===== config.mk =====
export PLATFORM = sky130hd
export DESIGN_NAME = printer_link_packet_deframer_unit
export DESIGN_NICKNAME = d
export VERILOG_FILES = /design/src/sv/pld_pkg.sv /design/src/sv/pld_front.sv /design/src/sv/pld_queue.sv /design/src/sv/pld_back.sv /design/src/sv/printer_link_packet_deframer_unit.sv
export SDC_FILE = /design/constraint.sdc
export NUM_CORES = 1
export LEC_CHECK = 0
export ABC_CLOCK_PERIOD_IN_PS = 10500
export CAP_MARGIN = 20
export CORE_MARGIN = 2
export CORE_UTILIZATION = 50
export CTS_BUF_LIST = sky130_fd_sc_hd__clkbuf_8
export DETAILED_ROUTE_END_ITERATION = 10
export DONT_BUFFER_PORTS = 1
export PLACE_DENSITY_LB_ADDON = 0.25
export SLEW_MARGIN = 20
export SYNTH_ARGS = -nofsm -noshare
export SYNTH_HDL_FRONTEND = slang
export SYNTH_SLANG_ARGS = --single-unit
export TNS_END_PERCENT = 10

===== constraint.sdc =====
create_clock -name i_clk -period 10.5 [get_ports i_clk]
set_clock_uncertainty 0.15 [all_clocks]
set_input_delay 0.525 -clock i_clk [delete_from_list [all_inputs] [get_ports i_clk]]
set_output_delay 0.525 -clock i_clk [all_outputs]
set_load 0.02 [all_outputs]

===== src/sv/pld_pkg.sv =====
// package for the printer link packet deframer
// types and constants shared by the front, the queue, the back and the top level
`timescale 1ns / 1ps
`default_nettype none

package pld_pkg;

    localparam logic [7:0]  MARK_BYTE     = 8'h24;
    localparam logic [7:0]  CMD_CHANNEL   = 8'h01;
    localparam logic [15:0] SPEC_EXTENDED = 16'h0186;
    localparam logic [15:0] HDR_BYTES     = 16'd8;
    localparam logic [15:0] EXT_HDR_TOTAL = 16'd16;

    localparam int          Q_DEPTH   = 2;
    localparam int          Q_PTR_W   = 1;
    localparam int          Q_CNT_W   = 2;

    localparam logic [2:0]  FC_SPEC_LO = 3'd1;
    localparam logic [2:0]  FC_REF_LO  = 3'd3;
    localparam logic [2:0]  FC_PRIO    = 3'd4;
    localparam logic [2:0]  FC_DLEN_HI = 3'd6;
    localparam logic [2:0]  FC_CONS_LO = 3'd3;
    localparam logic [2:0]  FC_LAST    = 3'd7;

    typedef enum logic [2:0] {
        PH_MARK,
        PH_CHAN,
        PH_LEN,
        PH_HDR,
        PH_EXT,
        PH_CMD,
        PH_RAW,
        PH_ERR
    } t_phase;

    typedef enum logic [2:0] {
        KIND_SYNC_ERR,
        KIND_MARK,
        KIND_CHAN,
        KIND_LEN,
        KIND_HDR,
        KIND_EXT,
        KIND_CMD,
        KIND_RAW
    } t_kind;

    typedef enum logic [3:0] {
        OP_NONE,
        OP_CLEAR,
        OP_CHAN,
        OP_LEN,
        OP_SPEC,
        OP_REF,
        OP_PRIO,
        OP_DLEN_SHIFT,
        OP_DLEN_LOAD,
        OP_CONS
    } t_fld_op;

    typedef struct packed {
        t_kind       kind;
        logic [7:0]  data;
        t_fld_op     op;
        logic [15:0] value;
        logic        set_ext;
        logic        hdone;
        logic        last;
    } t_word_op;

endpackage

`default_nettype wire


===== src/sv/pld_front.sv =====
// front of the deframer: tracks the packet phase and classifies each word
// turns every accepted word into a register update for the back; uses pld_pkg
`timescale 1ns / 1ps
`default_nettype none

module pld_front
    import pld_pkg::*;
(
    input  wire logic     i_clk,
    input  wire logic     i_rst_n,
    input  wire logic     i_push,
    input  wire logic [7:0] i_byte,
    output t_word_op      o_op
);

    t_phase      r_phase, n_phase;
    logic [2:0]  r_fc, n_fc;
    logic [15:0] r_left, n_left;
    logic [15:0] r_len, n_len;
    logic [15:0] r_spec, n_spec;
    logic [15:0] r_dlen, n_dlen;
    logic        r_is_cmd, n_is_cmd;

    logic [15:0] w_len_sh;
    logic [15:0] w_dlen_sh;
    logic [15:0] w_body;
    logic [15:0] w_ext_cnt;
    logic        w_ext_need;

    assign w_len_sh   = {r_len[7:0], i_byte};
    assign w_dlen_sh  = {r_dlen[7:0], i_byte};
    assign w_body     = r_len - HDR_BYTES;
    assign w_ext_cnt  = (r_len >= EXT_HDR_TOTAL) ? (r_len - EXT_HDR_TOTAL) : 16'd0;
    assign w_ext_need = (w_dlen_sh != w_body) || (r_spec == SPEC_EXTENDED);

    // next state
    always_comb begin
        n_phase  = r_phase;
        n_fc     = r_fc;
        n_left   = r_left;
        n_len    = r_len;
        n_spec   = r_spec;
        n_dlen   = r_dlen;
        n_is_cmd = r_is_cmd;
        unique case (r_phase)
            PH_MARK: begin
                if (i_byte == MARK_BYTE) begin
                    n_phase  = PH_CHAN;
                    n_fc     = 3'd0;
                    n_left   = 16'd0;
                    n_len    = 16'd0;
                    n_spec   = 16'd0;
                    n_dlen   = 16'd0;
                    n_is_cmd = 1'b0;
                end else begin
                    n_phase = PH_ERR;
                end
            end
            PH_CHAN: begin
                n_is_cmd = (i_byte == CMD_CHANNEL);
                n_fc     = 3'd0;
                n_phase  = PH_LEN;
            end
            PH_LEN: begin
                n_len = w_len_sh;
                if (r_fc == 3'd0) begin
                    n_fc = 3'd1;
                end else begin
                    n_fc = 3'd0;
                    if (r_is_cmd && (w_len_sh >= HDR_BYTES)) begin
                        n_phase = PH_HDR;
                    end else if (w_len_sh == 16'd0) begin
                        n_phase = PH_MARK;
                        n_left  = 16'd0;
                    end else begin
                        n_phase = PH_RAW;
                        n_left  = w_len_sh;
                    end
                end
            end
            PH_HDR: begin
                if (r_fc <= FC_SPEC_LO) begin
                    n_spec = {r_spec[7:0], i_byte};
                end
                if (r_fc >= FC_DLEN_HI) begin
                    n_dlen = w_dlen_sh;
                end
                if (r_fc == FC_LAST) begin
                    n_fc = 3'd0;
                    if (w_ext_need) begin
                        n_phase = PH_EXT;
                    end else if (w_body == 16'd0) begin
                        n_phase = PH_MARK;
                        n_left  = 16'd0;
                    end else begin
                        n_phase = PH_CMD;
                        n_left  = w_body;
                    end
                end else begin
                    n_fc = r_fc + 3'd1;
                end
            end
            PH_EXT: begin
                if (r_fc == FC_LAST) begin
                    n_fc   = 3'd0;
                    n_dlen = w_ext_cnt;
                    if (w_ext_cnt == 16'd0) begin
                        n_phase = PH_MARK;
                        n_left  = 16'd0;
                    end else begin
                        n_phase = PH_CMD;
                        n_left  = w_ext_cnt;
                    end
                end else begin
                    n_fc = r_fc + 3'd1;
                end
            end
            PH_CMD, PH_RAW: begin
                if (r_left <= 16'd1) begin
                    n_left  = 16'd0;
                    n_phase = PH_MARK;
                end else begin
                    n_left = r_left - 16'd1;
                end
            end
            PH_ERR: begin
                n_phase = PH_ERR;
            end
            default: begin
                n_phase = PH_ERR;
            end
        endcase
    end

    // word classification
    always_comb begin
        o_op.kind    = KIND_SYNC_ERR;
        o_op.data    = i_byte;
        o_op.op      = OP_NONE;
        o_op.value   = 16'd0;
        o_op.set_ext = 1'b0;
        o_op.hdone   = 1'b0;
        o_op.last    = 1'b0;
        unique case (r_phase)
            PH_MARK: begin
                if (i_byte == MARK_BYTE) begin
                    o_op.kind = KIND_MARK;
                    o_op.op   = OP_CLEAR;
                end
            end
            PH_CHAN: begin
                o_op.kind = KIND_CHAN;
                o_op.op   = OP_CHAN;
            end
            PH_LEN: begin
                o_op.kind = KIND_LEN;
                o_op.op   = OP_LEN;
                if ((r_fc != 3'd0) && !(r_is_cmd && (w_len_sh >= HDR_BYTES))) begin
                    o_op.hdone = 1'b1;
                    o_op.last  = (w_len_sh == 16'd0);
                end
            end
            PH_HDR: begin
                o_op.kind = KIND_HDR;
                if (r_fc <= FC_SPEC_LO) begin
                    o_op.op = OP_SPEC;
                end else if (r_fc <= FC_REF_LO) begin
                    o_op.op = OP_REF;
                end else if (r_fc == FC_PRIO) begin
                    o_op.op = OP_PRIO;
                end else if (r_fc >= FC_DLEN_HI) begin
                    o_op.op = OP_DLEN_SHIFT;
                end
                if (r_fc == FC_LAST) begin
                    if (w_ext_need) begin
                        o_op.set_ext = 1'b1;
                    end else begin
                        o_op.hdone = 1'b1;
                        o_op.last  = (w_body == 16'd0);
                    end
                end
            end
            PH_EXT: begin
                o_op.kind = KIND_EXT;
                if (r_fc <= FC_CONS_LO) begin
                    o_op.op = OP_CONS;
                end
                if (r_fc == FC_LAST) begin
                    o_op.op    = OP_DLEN_LOAD;
                    o_op.value = w_ext_cnt;
                    o_op.hdone = 1'b1;
                    o_op.last  = (w_ext_cnt == 16'd0);
                end
            end
            PH_CMD, PH_RAW: begin
                o_op.kind = (r_phase == PH_CMD) ? KIND_CMD : KIND_RAW;
                o_op.last = (r_left <= 16'd1);
            end
            PH_ERR: begin
                o_op.kind = KIND_SYNC_ERR;
            end
            default: begin
                o_op.kind = KIND_SYNC_ERR;
            end
        endcase
    end

    always_ff @(posedge i_clk) begin
        if (!i_rst_n) begin
            r_phase  <= PH_MARK;
            r_fc     <= 3'd0;
            r_left   <= 16'd0;
            r_len    <= 16'd0;
            r_spec   <= 16'd0;
            r_dlen   <= 16'd0;
            r_is_cmd <= 1'b0;
        end else if (i_push) begin
            r_phase  <= n_phase;
            r_fc     <= n_fc;
            r_left   <= n_left;
            r_len    <= n_len;
            r_spec   <= n_spec;
            r_dlen   <= n_dlen;
            r_is_cmd <= n_is_cmd;
        end
    end

endmodule

`default_nettype wire


===== src/sv/pld_queue.sv =====
// two-entry queue of classified words between front and back
// lets either side stall on its own; uses pld_pkg
`timescale 1ns / 1ps
`default_nettype none

module pld_queue
    import pld_pkg::*;
(
    input  wire logic     i_clk,
    input  wire logic     i_rst_n,
    input  wire logic     i_push,
    input  wire t_word_op i_data,
    input  wire logic     i_pop,
    output t_word_op      o_data,
    output logic          o_valid,
    output logic          o_full
);

    t_word_op             r_slot [Q_DEPTH];
    logic [Q_PTR_W-1:0]   r_wr, r_rd;
    logic [Q_CNT_W-1:0]   r_count;

    assign o_data  = r_slot[r_rd];
    assign o_valid = (r_count != '0);
    assign o_full  = (r_count == Q_CNT_W'(Q_DEPTH));

    always_ff @(posedge i_clk) begin
        if (i_push) begin
            r_slot[r_wr] <= i_data;
        end
    end

    always_ff @(posedge i_clk) begin
        if (!i_rst_n) begin
            r_wr    <= '0;
            r_rd    <= '0;
            r_count <= '0;
        end else begin
            if (i_push) begin
                r_wr <= r_wr + 1'b1;
            end
            if (i_pop) begin
                r_rd <= r_rd + 1'b1;
            end
            case ({i_push, i_pop})
                2'b10:   r_count <= r_count + 1'b1;
                2'b01:   r_count <= r_count - 1'b1;
                default: r_count <= r_count;
            endcase
        end
    end

endmodule

`default_nettype wire


===== src/sv/pld_back.sv =====
// back of the deframer: applies each classified word to the header registers
// and holds the result word until it is taken; uses pld_pkg
`timescale 1ns / 1ps
`default_nettype none

module pld_back
    import pld_pkg::*;
(
    input  wire logic     i_clk,
    input  wire logic     i_rst_n,
    input  wire logic     i_pop,
    input  wire t_word_op i_op,
    output logic [2:0]    o_byte_kind,
    output logic [7:0]    o_out_byte,
    output logic [7:0]    o_channel_id,
    output logic [15:0]   o_packet_length,
    output logic [15:0]   o_command_spec,
    output logic [15:0]   o_command_ref,
    output logic [7:0]    o_priority_level,
    output logic [15:0]   o_data_length,
    output logic [31:0]   o_consumed_count,
    output logic          o_extended_format,
    output logic          o_header_done,
    output logic          o_last_of_packet
);

    logic [7:0]  r_chan, n_chan;
    logic [15:0] r_len, n_len;
    logic [15:0] r_spec, n_spec;
    logic [15:0] r_ref, n_ref;
    logic [7:0]  r_prio, n_prio;
    logic [15:0] r_dlen, n_dlen;
    logic [31:0] r_cons, n_cons;
    logic        r_ext, n_ext;
    t_kind       r_kind;
    logic [7:0]  r_byte;
    logic        r_hdone;
    logic        r_last;

    always_comb begin
        n_chan = r_chan;
        n_len  = r_len;
        n_spec = r_spec;
        n_ref  = r_ref;
        n_prio = r_prio;
        n_dlen = r_dlen;
        n_cons = r_cons;
        n_ext  = r_ext | i_op.set_ext;
        unique case (i_op.op)
            OP_NONE:       n_chan = r_chan;
            OP_CLEAR: begin
                n_chan = 8'd0;
                n_len  = 16'd0;
                n_spec = 16'd0;
                n_ref  = 16'd0;
                n_prio = 8'd0;
                n_dlen = 16'd0;
                n_cons = 32'd0;
                n_ext  = 1'b0;
            end
            OP_CHAN:       n_chan = i_op.data;
            OP_LEN:        n_len  = {r_len[7:0], i_op.data};
            OP_SPEC:       n_spec = {r_spec[7:0], i_op.data};
            OP_REF:        n_ref  = {r_ref[7:0], i_op.data};
            OP_PRIO:       n_prio = i_op.data;
            OP_DLEN_SHIFT: n_dlen = {r_dlen[7:0], i_op.data};
            OP_DLEN_LOAD:  n_dlen = i_op.value;
            OP_CONS:       n_cons = {r_cons[23:0], i_op.data};
            default:       n_chan = r_chan;
        endcase
    end

    always_ff @(posedge i_clk) begin
        if (i_pop) begin
            r_kind <= i_op.kind;
            r_byte <= i_op.data;
        end
    end

    always_ff @(posedge i_clk) begin
        if (!i_rst_n) begin
            r_chan  <= 8'd0;
            r_len   <= 16'd0;
            r_spec  <= 16'd0;
            r_ref   <= 16'd0;
            r_prio  <= 8'd0;
            r_dlen  <= 16'd0;
            r_cons  <= 32'd0;
            r_ext   <= 1'b0;
            r_hdone <= 1'b0;
            r_last  <= 1'b0;
        end else if (i_pop) begin
            r_chan  <= n_chan;
            r_len   <= n_len;
            r_spec  <= n_spec;
            r_ref   <= n_ref;
            r_prio  <= n_prio;
            r_dlen  <= n_dlen;
            r_cons  <= n_cons;
            r_ext   <= n_ext;
            r_hdone <= i_op.hdone;
            r_last  <= i_op.last;
        end
    end

    assign o_byte_kind       = r_kind;
    assign o_out_byte        = r_byte;
    assign o_channel_id      = r_chan;
    assign o_packet_length   = r_len;
    assign o_command_spec    = r_spec;
    assign o_command_ref     = r_ref;
    assign o_priority_level  = r_prio;
    assign o_data_length     = r_dlen;
    assign o_consumed_count  = r_cons;
    assign o_extended_format = r_ext;
    assign o_header_done     = r_hdone;
    assign o_last_of_packet  = r_last;

endmodule

`default_nettype wire


===== src/sv/printer_link_packet_deframer_unit.sv =====
// printer link packet deframer, top level: front, two-word queue, back
// an accepted input word is registered in the queue, then in the back's result registers when the output is free
// throughput: one word per cycle while the queue is not full; the front phase updates once per accepted word
// the two-word queue absorbs an output stall while the front keeps accepting
// reset (synchronous, active low) returns to waiting for a mark with all header fields zero
`timescale 1ns / 1ps
`default_nettype none

module printer_link_packet_deframer_unit
    import pld_pkg::*;
(
    input  wire logic        i_clk,
    input  wire logic        i_rst_n,
    input  wire logic        i_in_valid,
    output logic             o_in_stall,
    input  wire logic [7:0]  i_in_byte,
    output logic             o_out_valid,
    input  wire logic        i_out_stall,
    output logic [2:0]       o_byte_kind,
    output logic [7:0]       o_out_byte,
    output logic [7:0]       o_channel_id,
    output logic [15:0]      o_packet_length,
    output logic [15:0]      o_command_spec,
    output logic [15:0]      o_command_ref,
    output logic [7:0]       o_priority_level,
    output logic [15:0]      o_data_length,
    output logic [31:0]      o_consumed_count,
    output logic             o_extended_format,
    output logic             o_header_done,
    output logic             o_last_of_packet
);

    t_word_op w_front_op;
    t_word_op w_q_op;
    logic     w_push;
    logic     w_pop;
    logic     w_q_valid;
    logic     w_q_full;
    logic     r_out_valid;

    assign o_in_stall  = w_q_full;
    assign w_push      = i_in_valid && !w_q_full;
    assign w_pop       = w_q_valid && (!r_out_valid || !i_out_stall);
    assign o_out_valid = r_out_valid;

    pld_front u_front (
        .i_clk   (i_clk),
        .i_rst_n (i_rst_n),
        .i_push  (w_push),
        .i_byte  (i_in_byte),
        .o_op    (w_front_op)
    );

    pld_queue u_queue (
        .i_clk   (i_clk),
        .i_rst_n (i_rst_n),
        .i_push  (w_push),
        .i_data  (w_front_op),
        .i_pop   (w_pop),
        .o_data  (w_q_op),
        .o_valid (w_q_valid),
        .o_full  (w_q_full)
    );

    pld_back u_back (
        .i_clk             (i_clk),
        .i_rst_n           (i_rst_n),
        .i_pop             (w_pop),
        .i_op              (w_q_op),
        .o_byte_kind       (o_byte_kind),
        .o_out_byte        (o_out_byte),
        .o_channel_id      (o_channel_id),
        .o_packet_length   (o_packet_length),
        .o_command_spec    (o_command_spec),
        .o_command_ref     (o_command_ref),
        .o_priority_level  (o_priority_level),
        .o_data_length     (o_data_length),
        .o_consumed_count  (o_consumed_count),
        .o_extended_format (o_extended_format),
        .o_header_done     (o_header_done),
        .o_last_of_packet  (o_last_of_packet)
    );

    always_ff @(posedge i_clk) begin
        if (!i_rst_n) begin
            r_out_valid <= 1'b0;
        end else if (w_pop) begin
            r_out_valid <= 1'b1;
        end else if (!i_out_stall) begin
            r_out_valid <= 1'b0;
        end
    end

    // sync error is sticky until reset
    a_err_sticky: assert property (@(posedge i_clk) disable iff (!i_rst_n)
        (o_out_valid && (o_byte_kind == KIND_SYNC_ERR))
        |=> (!o_out_valid || (o_byte_kind == KIND_SYNC_ERR)))
        else $error("word after a sync error not classed as error");

    // an error word never completes a header or a packet
    a_err_flags: assert property (@(posedge i_clk) disable iff (!i_rst_n)
        (o_out_valid && (o_byte_kind == KIND_SYNC_ERR))
        |-> (!o_header_done && !o_last_of_packet))
        else $error("error word with header or packet flags");

    // header completion only on length, header or extended header words
    a_hdone_kind: assert property (@(posedge i_clk) disable iff (!i_rst_n)
        (o_out_valid && o_header_done)
        |-> ((o_byte_kind == KIND_LEN) || (o_byte_kind == KIND_HDR)
             || (o_byte_kind == KIND_EXT)))
        else $error("header done on a wrong word kind");

    // a mark clears every packet field; the channel, length, consumed count and extended flag are checked
    a_mark_clear: assert property (@(posedge i_clk) disable iff (!i_rst_n)
        (o_out_valid && (o_byte_kind == KIND_MARK))
        |-> ((o_channel_id == 8'd0) && (o_packet_length == 16'd0)
             && (o_consumed_count == 32'd0) && !o_extended_format))
        else $error("packet fields not cleared on mark");

endmodule

`default_nettype wire


==> qor.csv <==
metric,value,unit
status,finished clean,
die_area,0.0249,sq mm
cts_htree_levels,2,
cp_slowest_stage_delay,700,ps
end_kind,flop,
cap_violations,0,
syn_nets,1304,
io_buffers,0,
ant_nets,0,
p_leak,4.53,nW
dp_hpwl,22.8,mm
rsz0062_at_grt,false,
place_congestion,0.959,
grt_overflow,0,
cp.arrival,4770,ps
max-vdd-ir-drop,0.209,mV
yosys_most_used_dff,dfxtp_1,
min_period,4450,ps
syn_to_final_growth,8.70,%
cts_buffer_depth,3,
final_cell_mix,"183 x dfxtp_1, 153 x nor2_1, 118 x nand2_1, 118 x a21oi_1, 88 x nand3_1",
tightestPinTransition,1150,ps
yosysTopAreaCell,dfxtp_1,
power_density,264,mW/mm^2
finalSetupViolations,0,
syn_area,0.0118,sq mm
vias,9748,
critical_path_class,reg -> reg,
firstDrtPassIters,5,
slew_violations,0,
root_buffer,clkbuf_8,
wl,34.3,mm
drive_gt1_share,7.54,%
ys_types,66,
syn_inst,1277,
ys_top_cells_by_area,"dfxtp_1 31%, edfxtp_1 20%, a21oi_1 5.1%",
synth_seq_cells,263,
clock_sinks,263,
synth_edf_count,79,
core_area,0.0233,sq mm
clkTransAtPathRegs,70,ps
place_inst,1513,
grt_pass1_vias,8940,
drtIter0Drc,937,
post_cts_buffers,0,
max_freq,0.225,GHz
antenna_found_initial,0,
yosysSeqAreaShare,51.1,%
grt.total_usage,26.8,%
wl_per_cell,21.4,um
die-height,158,um
initial_utilization,50.8,%
grt_max_degree,102,
cp_max_fo,21,
stdcell_count,1605,
crit_path_top_delay_cell,or4_1,
cts_tree,yes,
final_nets,1277,
die_w,158,um
finalHoldViolations,0,
async_flop_share,0,%
clk-insertion-delay-late,580,ps
crit_chain,"inv_1, ha_1, or3b_1, a311oi_2, nand4_1, or4_1, or4_1, a21oi_4, nor2_1, a22o_1",
vias_per_cell,6.07,
ios,140,
placementRows,56,
netlist.area_leader.share,31.1,%
cp-start-kind,flop,
critPathRequiredTime,10820,ps
worstHoldPathType,in -> reg,
cts-buffers-inserted,44,
tns,0,ps
slew-limit-headroom,22.7,%
path_common_cell,or4_1,
fin_crit_sh,42.4,%
drc,0,
syn_avg_cell_area,9.27,sq um
grt_pass1_wl,51.5,mm
final_common_cell,dfxtp_1,
diodes,0,
ys_warn_count,0,
==> report_power, final <==
group / internal, mW / leakage, nW / total, mW / switching [mW]
logic: 0.382 / 1.81 / 1.17 / 0.787
clock network: 0.412 / 0.472 / 0.832 / 0.420
registers: 1.22 / 2.24 / 1.40 / 0.173
total: 2.02 / 4.53 / 3.40 / 1.38
==> metrics by stage <==
stage	worst slack (ps)	instance area (sq um)	total power, mW	utilization, %	hold slack [ps]
after global placement	6200	12000	2.55	51.3	292
after global routing	5790	12900	3.59	55.2	22.0
after detailed placement	6120	12000	2.56	51.3	301
after floorplan	6930	11800	2.26	-	277
final	6050	12900	3.40	55.2	13.2
after CTS	6090	12900	3.40	55.1	1.46
==> cell type report <==
class | instances | area, sq um
sequential | 263 | 6060
fill | 2113 | 10500
timing repair buffer | 23 | 198
multi-input combinational | 889 | 5310
clock buffer | 46 | 633
tap | 319 | 399
inverter | 29 | 111
clock inverter | 36 | 166
==> routing by layer <==
layer,share of wire [%],wire [um],GRT usage [%]
met5,0,0,0
met4,3.9,1350,11.7
met3,8.1,2770,5.97
met2,43,14900,40.0
met1,45,15300,37.2
==> critical path, delay by kind of cell (launching register included) <==
| family | cells | cell delay (ps) |
|---|---|---|
| compound gates | 3 | 1200 |
| flops | 1 | 490 |
| fa+ha+maj | 1 | 200 |
| buf+inv | 1 | 180 |
| simple gates | 5 | 2100 |
==> registers in the layout (all words and copies together) (netlist names), 2 cells and up, named ones only <==
signal	count
u_back.o_byte_kind	3
u_back.o_channel_id	8
u_back.o_command_ref	16
u_back.o_command_spec	16
u_back.o_consumed_count	32
u_back.o_data_length	16
u_back.o_out_byte	8
u_back.o_packet_length	16
u_back.o_priority_level	8
u_front.r_dlen	8
u_front.r_fc	3
u_front.r_left	16
u_front.r_len	16
u_front.r_phase	3
u_front.r_spec	16
u_queue.r_count	2
u_queue.r_slot	68
==> worst paths after layout <==
| path | start | end | slack, ps | cells after the start |
|---|---|---|---|---|
| setup / recovery | u_front.r_len[3] | u_front.r_left[9] | 6050 | 10 |
| hold / removal | i_in_byte[5] | u_front.r_dlen[5] | 10 | 2 |
| setup reg to reg | u_front.r_len[3] | u_front.r_left[9] | 6050 | 10 |
| hold reg to reg | u_front.r_spec[8] | u_front.r_spec[8] | 310 | 2 |
==> synthesized netlist by cell type, types with 3 or more instances <==
| master | count |
|---|---|
| o22ai_1 | 5 |
| nor2_1 | 154 |
| nor2b_1 | 8 |
| clkbuf_1 | 89 |
| buf_6 | 3 |
| and3_1 | 4 |
| a21boi_0 | 3 |
| a222oi_1 | 3 |
| a22o_1 | 5 |
| nand4_1 | 15 |
| a221oi_1 | 5 |
| a21oi_1 | 120 |
| mux2i_1 | 32 |
| ha_1 | 15 |
| xnor2_1 | 28 |
| a31oi_1 | 6 |
| nor3_1 | 32 |
| o31ai_1 | 3 |
| xor2_1 | 19 |
| edfxtp_1 | 79 |
| nand2b_1 | 5 |
| xnor3_1 | 3 |
| nand2_1 | 118 |
| inv_1 | 28 |
| a211oi_2 | 3 |
| o211ai_1 | 7 |
| a21o_1 | 3 |
| or4_1 | 10 |
| a211oi_1 | 16 |
| and2_1 | 5 |
| mux2_2 | 8 |
| a211o_1 | 3 |
| o221ai_1 | 13 |
| dfxtp_1 | 184 |
| nand3_1 | 88 |
| nor4_1 | 14 |
| or3_1 | 13 |
| o21ai_0 | 32 |
| a22oi_1 | 59 |
==> kinds of logic after synthesis <==
group | synth area share (%)
buffers and inverters | 4.31
xor gates and xnor gates | 4.05
adders and majority gates | 1.58
muxes | 3.47
DFF | 51.1
AOI/OAI and AO/OA | 16.9
and+or+nand+nor | 18.5
==> repair_timing <==
| action | in CTS | in global routing |
|---|---|---|
| endpoints found under the hold margin | 49 | 0 |
| resized for setup | 0 | 0 |
| hold buffers | 10 | 0 |
Note: power is estimated with default switching activity, not from simulation.
